--- src/rtl/pdr_pkg.sv ---
// Shared types, constants and helper functions of the path prefix redaction stream.
package pdr_pkg;

    // Configuration port.
    localparam int CFG_ADDR_W = 3;
    localparam int CFG_DATA_W = 64;
    localparam logic [CFG_ADDR_W-1:0] CFG_HOME_LENGTH  = 3'd0;
    localparam logic [CFG_ADDR_W-1:0] CFG_HOME_BYTES_0 = 3'd1;
    localparam logic [CFG_ADDR_W-1:0] CFG_HOME_BYTES_1 = 3'd2;
    localparam logic [CFG_ADDR_W-1:0] CFG_HOME_BYTES_2 = 3'd3;
    localparam logic [CFG_ADDR_W-1:0] CFG_HOME_BYTES_3 = 3'd4;
    localparam int HOME_LEN_W = 6;
    localparam int HOME_BYTES = 32;

    // Characters and UTF-8 lead byte test.
    localparam logic [7:0] CH_SLASH     = 8'h2F;
    localparam logic [7:0] CH_BACKSLASH = 8'h5C;
    localparam logic [7:0] UTF8_MASK    = 8'hC0;
    localparam logic [7:0] UTF8_CONT    = 8'h80;

    // Replacement token.
    localparam int TOKEN_LEN = 13;
    localparam int TOK_IDX_W = 4;
    localparam logic [TOK_IDX_W-1:0] TOKEN_LAST_IDX = TOK_IDX_W'(TOKEN_LEN - 1);
    localparam logic [0:TOKEN_LEN-1][7:0] TOKEN_TEXT = "%USERPROFILE%";

    // Command queue between front and back. Depth must be a power of two.
    localparam int QUEUE_DEPTH = 4;

    typedef enum logic {
        CMD_BYTE,
        CMD_TOKEN
    } cmd_kind_t;

    typedef struct packed {
        cmd_kind_t  kind;
        logic [7:0] data;
        logic       last;
    } pdr_cmd_t;

    typedef enum logic {
        FE_RUN,
        FE_FLUSH
    } fe_state_t;

    function automatic logic [7:0] fold_case(input logic [7:0] c);
        logic [7:0] r;
        r = c;
        if (c inside {[8'h41:8'h5A]}) begin
            r = c + 8'd32;
        end
        return r;
    endfunction

    function automatic logic [7:0] token_byte(input logic [TOK_IDX_W-1:0] idx);
        logic [7:0] r;
        r = 8'h00;
        if (int'(idx) < TOKEN_LEN) begin
            r = TOKEN_TEXT[idx];
        end
        return r;
    endfunction

endpackage

--- src/rtl/pdr_front.sv ---
// Front part: configuration registers, match window, and command generation.
module pdr_front
    import pdr_pkg::*;
#(
    parameter int WIN = 32
) (
    input  logic                  aclk,
    input  logic                  aresetn,
    input  logic                  cfg_wr_en,
    input  logic [CFG_ADDR_W-1:0] cfg_addr,
    input  logic [CFG_DATA_W-1:0] cfg_wdata,
    input  logic                  s_valid,
    output logic                  s_ready,
    input  logic [7:0]            s_byte,
    input  logic                  s_last,
    input  logic                  q_full,
    output logic                  q_push,
    output pdr_cmd_t              q_cmd
);

    localparam int FW = $clog2(WIN + 1);

    logic [HOME_LEN_W-1:0]         len_reg;
    logic [HOME_BYTES-1:0][7:0]    path_reg;
    logic [7:0]                    win_reg  [WIN];
    logic [7:0]                    win_next [WIN];
    logic [7:0]                    cand     [WIN];
    logic [FW-1:0]                 fill_reg, fill_next, fill_inc, n_len, n_less;
    fe_state_t                     state_reg, state_next;
    logic [WIN-1:0]                ok_plain, ok_slash;
    logic                          disabled, match, cfg_clear;

    always_ff @(posedge aclk) begin
        if (!aresetn) begin
            len_reg  <= '0;
            path_reg <= '0;
        end else if (cfg_wr_en) begin
            case (cfg_addr)
                CFG_HOME_LENGTH:  len_reg        <= cfg_wdata[HOME_LEN_W-1:0];
                CFG_HOME_BYTES_0: path_reg[7:0]   <= cfg_wdata;
                CFG_HOME_BYTES_1: path_reg[15:8]  <= cfg_wdata;
                CFG_HOME_BYTES_2: path_reg[23:16] <= cfg_wdata;
                CFG_HOME_BYTES_3: path_reg[31:24] <= cfg_wdata;
                default: ;
            endcase
        end
    end

    assign cfg_clear = cfg_wr_en && (cfg_addr == CFG_HOME_LENGTH ||
                                     cfg_addr == CFG_HOME_BYTES_0 ||
                                     cfg_addr == CFG_HOME_BYTES_1 ||
                                     cfg_addr == CFG_HOME_BYTES_2 ||
                                     cfg_addr == CFG_HOME_BYTES_3);

    always_comb begin
        if (int'(len_reg) > WIN) begin
            n_len = FW'(WIN);
        end else begin
            n_len = FW'(len_reg);
        end
    end

    assign n_less   = n_len - FW'(1);
    assign disabled = (n_len == '0) || (n_len == FW'(1) && path_reg[0] == CH_SLASH);
    assign fill_inc = fill_reg + FW'(1);

    // The new byte lands at the fill position; the window is then compared as a whole,
    // once against the path and once against the path with backslashes as slashes.
    always_comb begin
        for (int k = 0; k < WIN; k++) begin
            cand[k]     = (fill_reg == FW'(k)) ? s_byte : win_reg[k];
            ok_plain[k] = (FW'(k) >= n_len) ||
                          (fold_case(cand[k]) == fold_case(path_reg[k]));
            ok_slash[k] = (FW'(k) >= n_len) ||
                          (fold_case(cand[k]) == fold_case(
                              (path_reg[k] == CH_BACKSLASH) ? CH_SLASH : path_reg[k]));
        end
    end

    assign match = ((cand[0] & UTF8_MASK) != UTF8_CONT) && ((&ok_plain) || (&ok_slash));

    always_comb begin
        state_next = state_reg;
        fill_next  = fill_reg;
        win_next   = win_reg;
        q_push     = 1'b0;
        q_cmd      = '{kind: CMD_BYTE, data: win_reg[0], last: 1'b0};
        s_ready    = (state_reg == FE_RUN) && !q_full;
        case (state_reg)
            FE_RUN: begin
                if (s_valid && s_ready) begin
                    if (disabled) begin
                        q_push    = 1'b1;
                        q_cmd     = '{kind: CMD_BYTE, data: s_byte, last: s_last};
                        fill_next = '0;
                    end else if (fill_inc == n_len) begin
                        q_push = 1'b1;
                        if (match) begin
                            q_cmd     = '{kind: CMD_TOKEN, data: s_byte, last: s_last};
                            fill_next = '0;
                        end else begin
                            q_cmd = '{kind: CMD_BYTE, data: cand[0],
                                      last: s_last && (n_less == '0)};
                            for (int k = 0; k < WIN - 1; k++) begin
                                win_next[k] = cand[k+1];
                            end
                            fill_next = n_less;
                            if (s_last && n_less != '0) begin
                                state_next = FE_FLUSH;
                            end
                        end
                    end else begin
                        win_next  = cand;
                        fill_next = fill_inc;
                        if (s_last) begin
                            state_next = FE_FLUSH;
                        end
                    end
                end
            end
            FE_FLUSH: begin
                // Drain what is left of the window, one byte per cycle while the queue is not full, oldest first.
                if (!q_full) begin
                    q_push = 1'b1;
                    q_cmd  = '{kind: CMD_BYTE, data: win_reg[0],
                               last: fill_reg <= FW'(1)};
                    for (int k = 0; k < WIN - 1; k++) begin
                        win_next[k] = win_reg[k+1];
                    end
                    if (fill_reg <= FW'(1)) begin
                        fill_next  = '0;
                        state_next = FE_RUN;
                    end else begin
                        fill_next = fill_reg - FW'(1);
                    end
                end
            end
            default: state_next = FE_RUN;
        endcase
        if (cfg_clear) begin
            fill_next  = '0;
            state_next = FE_RUN;
        end
    end

    always_ff @(posedge aclk) begin
        if (!aresetn) begin
            state_reg <= FE_RUN;
            fill_reg  <= '0;
        end else begin
            state_reg <= state_next;
            fill_reg  <= fill_next;
        end
    end

    always_ff @(posedge aclk) begin
        win_reg <= win_next;
    end

endmodule

--- src/rtl/pdr_queue.sv ---
// Short command queue that decouples the front part from the back part.
module pdr_queue
    import pdr_pkg::*;
(
    input  logic     aclk,
    input  logic     aresetn,
    input  logic     push,
    input  pdr_cmd_t push_cmd,
    output logic     full,
    input  logic     pop,
    output pdr_cmd_t head,
    output logic     not_empty
);

    localparam int QP_W = $clog2(QUEUE_DEPTH);
    localparam int QC_W = $clog2(QUEUE_DEPTH + 1);

    pdr_cmd_t          entry_reg [QUEUE_DEPTH];
    logic [QP_W-1:0]   wr_ptr_reg, rd_ptr_reg;
    logic [QC_W-1:0]   count_reg, count_next;
    logic              do_push, do_pop;

    assign full      = (count_reg == QC_W'(QUEUE_DEPTH));
    assign not_empty = (count_reg != '0);
    assign do_push   = push && !full;
    assign do_pop    = pop && not_empty;
    assign head      = entry_reg[rd_ptr_reg];

    always_comb begin
        count_next = count_reg;
        if (do_push && !do_pop) begin
            count_next = count_reg + QC_W'(1);
        end else if (do_pop && !do_push) begin
            count_next = count_reg - QC_W'(1);
        end
    end

    always_ff @(posedge aclk) begin
        if (!aresetn) begin
            wr_ptr_reg <= '0;
            rd_ptr_reg <= '0;
            count_reg  <= '0;
        end else begin
            count_reg <= count_next;
            if (do_push) begin
                wr_ptr_reg <= wr_ptr_reg + QP_W'(1);
            end
            if (do_pop) begin
                rd_ptr_reg <= rd_ptr_reg + QP_W'(1);
            end
        end
    end

    always_ff @(posedge aclk) begin
        if (do_push) begin
            entry_reg[wr_ptr_reg] <= push_cmd;
        end
    end

endmodule

--- src/rtl/pdr_back.sv ---
// Back part: expands commands into output bytes behind an output register.
module pdr_back
    import pdr_pkg::*;
(
    input  logic       aclk,
    input  logic       aresetn,
    input  pdr_cmd_t   head,
    input  logic       not_empty,
    output logic       pop,
    output logic       m_valid,
    input  logic       m_ready,
    output logic [7:0] m_byte,
    output logic       m_last
);

    logic                 valid_reg, valid_next;
    logic [7:0]           data_reg, data_next;
    logic                 last_reg, last_next;
    logic [TOK_IDX_W-1:0] tok_reg, tok_next;
    logic                 load;

    assign load    = !valid_reg || m_ready;
    assign m_valid = valid_reg;
    assign m_byte  = data_reg;
    assign m_last  = last_reg;

    always_comb begin
        valid_next = valid_reg && !m_ready;
        data_next  = data_reg;
        last_next  = last_reg;
        tok_next   = tok_reg;
        pop        = 1'b0;
        if (load && not_empty) begin
            valid_next = 1'b1;
            case (head.kind)
                CMD_BYTE: begin
                    data_next = head.data;
                    last_next = head.last;
                    pop       = 1'b1;
                end
                CMD_TOKEN: begin
                    // A token command stays at the head until all its bytes are out.
                    data_next = token_byte(tok_reg);
                    last_next = head.last && (tok_reg == TOKEN_LAST_IDX);
                    if (tok_reg == TOKEN_LAST_IDX) begin
                        pop      = 1'b1;
                        tok_next = '0;
                    end else begin
                        tok_next = tok_reg + TOK_IDX_W'(1);
                    end
                end
                default: pop = 1'b1;
            endcase
        end
    end

    always_ff @(posedge aclk) begin
        if (!aresetn) begin
            valid_reg <= 1'b0;
            tok_reg   <= '0;
        end else begin
            valid_reg <= valid_next;
            tok_reg   <= tok_next;
        end
    end

    always_ff @(posedge aclk) begin
        data_reg <= data_next;
        last_reg <= last_next;
    end

endmodule

--- src/rtl/path_prefix_redaction_stream_core.sv ---
// Top level of the path prefix redaction stream: front, command queue and back.
//
//  channel  | direction | handshake             | payload
//  ---------+-----------+-----------------------+-------------------------------------
//  s_axis   | in        | tvalid / tready       | tdata = text_byte, tlast = text_last
//  m_axis   | out       | tvalid / tready       | tdata = out_byte,  tlast = out_last
//  cfg      | in        | cfg_wr_en             | cfg_addr = register, cfg_wdata
//
// One input byte is taken per cycle while the queue has room, and one output byte leaves
// per cycle while m_axis_tready is high. A match pushes one token command, which the back
// part plays out as 13 bytes; the four-entry command queue absorbs that until it fills, and
// then s_axis_tready drops. After a byte marked last, the front drains the window one byte
// per cycle while the queue has room (up to the path length minus one), input held off.
// A byte waits in the window (not when replacement is off), then goes through the queue.
// Reset is synchronous and leaves the block empty and ready;
// any write to a defined register empties the window.
module path_prefix_redaction_stream_core
    import pdr_pkg::*;
#(
    parameter int PATTERN_MAX = 32
) (
    input  logic                  aclk,
    input  logic                  aresetn,
    input  logic                  cfg_wr_en,
    input  logic [CFG_ADDR_W-1:0] cfg_addr,
    input  logic [CFG_DATA_W-1:0] cfg_wdata,
    input  logic                  s_axis_tvalid,
    output logic                  s_axis_tready,
    input  logic [7:0]            s_axis_tdata,   // [7:0] text_byte
    input  logic                  s_axis_tlast,
    output logic                  m_axis_tvalid,
    input  logic                  m_axis_tready,
    output logic [7:0]            m_axis_tdata,   // [7:0] out_byte
    output logic                  m_axis_tlast
);

    localparam int WIN = (PATTERN_MAX < HOME_BYTES) ? PATTERN_MAX : HOME_BYTES;

    pdr_cmd_t push_cmd, head;
    logic     push, full, pop, not_empty;

    pdr_front #(
        .WIN(WIN)
    ) u_front (
        .aclk      (aclk),
        .aresetn   (aresetn),
        .cfg_wr_en (cfg_wr_en),
        .cfg_addr  (cfg_addr),
        .cfg_wdata (cfg_wdata),
        .s_valid   (s_axis_tvalid),
        .s_ready   (s_axis_tready),
        .s_byte    (s_axis_tdata),
        .s_last    (s_axis_tlast),
        .q_full    (full),
        .q_push    (push),
        .q_cmd     (push_cmd)
    );

    pdr_queue u_queue (
        .aclk      (aclk),
        .aresetn   (aresetn),
        .push      (push),
        .push_cmd  (push_cmd),
        .full      (full),
        .pop       (pop),
        .head      (head),
        .not_empty (not_empty)
    );

    pdr_back u_back (
        .aclk      (aclk),
        .aresetn   (aresetn),
        .head      (head),
        .not_empty (not_empty),
        .pop       (pop),
        .m_valid   (m_axis_tvalid),
        .m_ready   (m_axis_tready),
        .m_byte    (m_axis_tdata),
        .m_last    (m_axis_tlast)
    );

endmodule

--- config.mk ---
export PLATFORM = sky130hd
export DESIGN_NAME = path_prefix_redaction_stream_core
export DESIGN_NICKNAME = d
export VERILOG_FILES = /design/src/rtl/pdr_pkg.sv /design/src/rtl/pdr_front.sv /design/src/rtl/pdr_queue.sv /design/src/rtl/pdr_back.sv /design/src/rtl/path_prefix_redaction_stream_core.sv
export SDC_FILE = /design/constraint.sdc
export NUM_CORES = 2
export LEC_CHECK = 0
export ABC_AREA = 0
export BUFFER_PORTS_ARGS = -buffer_cell sky130_fd_sc_hd__buf_2
export CAP_MARGIN = 20
export CORE_UTILIZATION = 50
export CTS_CLUSTER_DIAMETER = 200
export CTS_CLUSTER_SIZE = 20
export DETAILED_ROUTE_END_ITERATION = 16
export PLACE_DENSITY_LB_ADDON = 0.25
export SYNTH_ARGS = -nofsm -noshare
export SYNTH_HDL_FRONTEND = slang
export SYNTH_SLANG_ARGS = --single-unit
--- constraint.sdc ---
create_clock -name aclk -period 36.6 [get_ports aclk]
set_input_delay 7.32 -clock aclk [delete_from_list [all_inputs] [get_ports aclk]]
set_output_delay 7.32 -clock aclk [all_outputs]
set_load 0.01 [all_outputs]
==> metrics <==
hpwl dp 134000 um; port bufs a little over 90; Clock Sinks approximately 590; Syn Nets 5782; Slew Limit Fails 0; Worst Hold Depth 2; gr ovfl total 0; CP Data Required Time 36820 ps; Final WS setup 21650 ps; Setup Buffers After CTS 0; starting density of the core 50.5%; CP Launch Type input pin; core area 88400 um2; status complete, no violations; Critical Path AT 15170 ps; Setup TNS 0 ps; placed cell area between 40000 and 50000 um2; drt first-iter violations ~6.4k; Clock Skew about 44 ps; CTS tree built; RSZ-0062 raised after global routing false; Setup crit end kind register; R2R depth 17; drt pass-1 iters 6; VDD IR max roughly 0.034 mV; Final min period 14950 ps; largest net degree at the start of global routing 154; # rows 109; initial antenna violation count 20; gpl congestion 1.04; global-route wire length before repair 271000 um; Crit Path Category input pin to register; number of distinct library cells after synthesis 108; layout cells sized above 1 6.58%; worst-skew pair later-pin latency 630 ps; CTS Hold Buffers Added 0; pwr/cell area 35.9 nW/um2; Final ANT Viol Nets 0; register area share after synthesis 33.2%; Syn Area/Cell 7.99 um2; max-cap violation count 0; Synth Cell Area 44600 um2; Fill cells 8600; Yosys top cell by area edfxtp_1; Nets 5623; via/cell ratio around 6.8; max_slew headroom 13.9%; Finish-stage setup viols 0; Max Fclk 0.0669 GHz; Die X 301 um; #FFs+latches synth 588; wire per inst 28.4 um; leakage 16.6 nW; CTS resizes 0; CTS Buf Count 35; Post-synth EDFFs slightly above 300; ys async rst share 0%; H-tree Lvls 2; Via Count 45.3k; clock-pin slew on the worst setup and hold paths 110 ps; top-area cell type share of the netlist area between 20 and 25%; cell with the most instances after synthesis nand2_1; cells after synthesis 5585; CP Max Fanout 153; Multi-input gate area around 28000 um2; Tot GR Track Use about 40%; Routed Wire Length 188000 um; CTS root buffer clkbuf_16; vias in the first global route 39.8k; worst-margin pin slew 1280 ps; Seq. cell area 14800 um2; Post-synth top cells nand2_1 (1222), a21oi_1 (365), clkbuf_1 (312); Synth-to-Final Area Change 5.04%; design area 46900 um2; warnings from Yosys 0; fin crit share 40.8%; Hold Crit Class register to register; CTS Buffer Depth 3; height of the die 301 um; DR DRC count 0; Die ar. 90400 um2; ys flop type edfxtp_1; Ports 92; Fin. Hold Viols 0; DP Worst Slack 21380 ps; top cells by area in the synthesized netlist edfxtp_1 (21%), dfxtp_1 (13%), nand2_1 (10%)
[final cells by class]
cell class,count,share of cell area (%)
multi-input combinational,4463,59.4
sequential,588,31.6
tap,1165,3.11
timing repair buffer,173,2.32
clock buffer,60,2.12
inverter,165,1.32
clock inverter,3,0.0881
antenna,5,0.0267
[per-stage QoR]
stage / utilization (%) / hold slack, ps / std cells / power (mW)
finish: 53.0 / 496 / 6622 / 1.68
global route: 53.0 / 538 / 6618 / 1.73
CTS: 53.0 / 492 / 6617 / 1.67
detailed placement: 51.8 / 478 / 6554 / 1.24
global placement: 51.8 / 462 / 6552 / 1.23
floorplan: - / 451 / 5585 / 1.11
[critical path, stage by stage]
cell and delay (ps):
buf_2 100, buf_4 310, or4_1 750, o221ai_4 980
buf_4 460, a2bb2o_1 360, a21boi_0 340, xor2_1 180
nor4_1 80, a31oi_1 530, a2111oi_0 310, and4_1 280
a31oi_1 180, buf_4 260, nor3_2 100, o21ai_4 700
buf_12 660, buf_4 940
[where the power goes]
part	internal [mW]	switching, mW	leakage [nW]
sequential	0.756	0.0549	5.15
clock	0.188	0.254	0.490
combinational	0.146	0.284	10.9
[logic make-up (layout without fill, tap and decap cells)]
logic type | after synthesis | in the layout | share of synthesized area (%)
AOI/OAI and AO/OA | 1629 | 1629 | 26.1
DFF | 588 | 588 | 33.2
adders and majority gates | 116 | 116 | 3.27
other | 0 | 5 | 0
muxes | 155 | 155 | 3.85
xor gates and xnor gates | 256 | 256 | 5.03
buffers and inverters | 534 | 401 | 4.65
and+or+nand+nor | 2307 | 2307 | 23.9
[layout by cell type, fill, tap and decap left out, types with 156 or more instances in the layout]
cell type | netlist | layout
edfxtp_1 | 305 | 305
a32o_1 | 191 | 191
nor2_1 | 306 | 303
o21ai_0 | 209 | 207
inv_1 | 158 | 156
nor3_1 | 196 | 194
nand2_1 | 1222 | 1221
a21oi_1 | 365 | 364
a21boi_0 | 280 | 280
dfxtp_1 | 283 | 282
[path summary, 6_finish.rpt]
path | slack, ps | start | to
max | 21650 | s_axis_tdata[4] | u_front.win_reg[97]
min | 500 | u_back.m_valid | u_back.m_valid
max reg2reg | 28230 | u_front.fill_reg[2] | u_front.win_reg[97]
min reg2reg | 500 | u_back.m_valid | u_back.m_valid
[layer usage]
| layer | vias to the layer above | global-route usage (%) | wire (um) |
|---|---|---|---|
| met5 | - | 0 | 190 |
| met4 | 30 | 20.7 | 11300 |
| met3 | 571 | 12.3 | 24900 |
| met2 | 2901 | 56.4 | 75600 |
| met1 | 21649 | 55.0 | 75800 |
| li1 | 20187 | - | - |
Power figures use the tool's default switching activity.
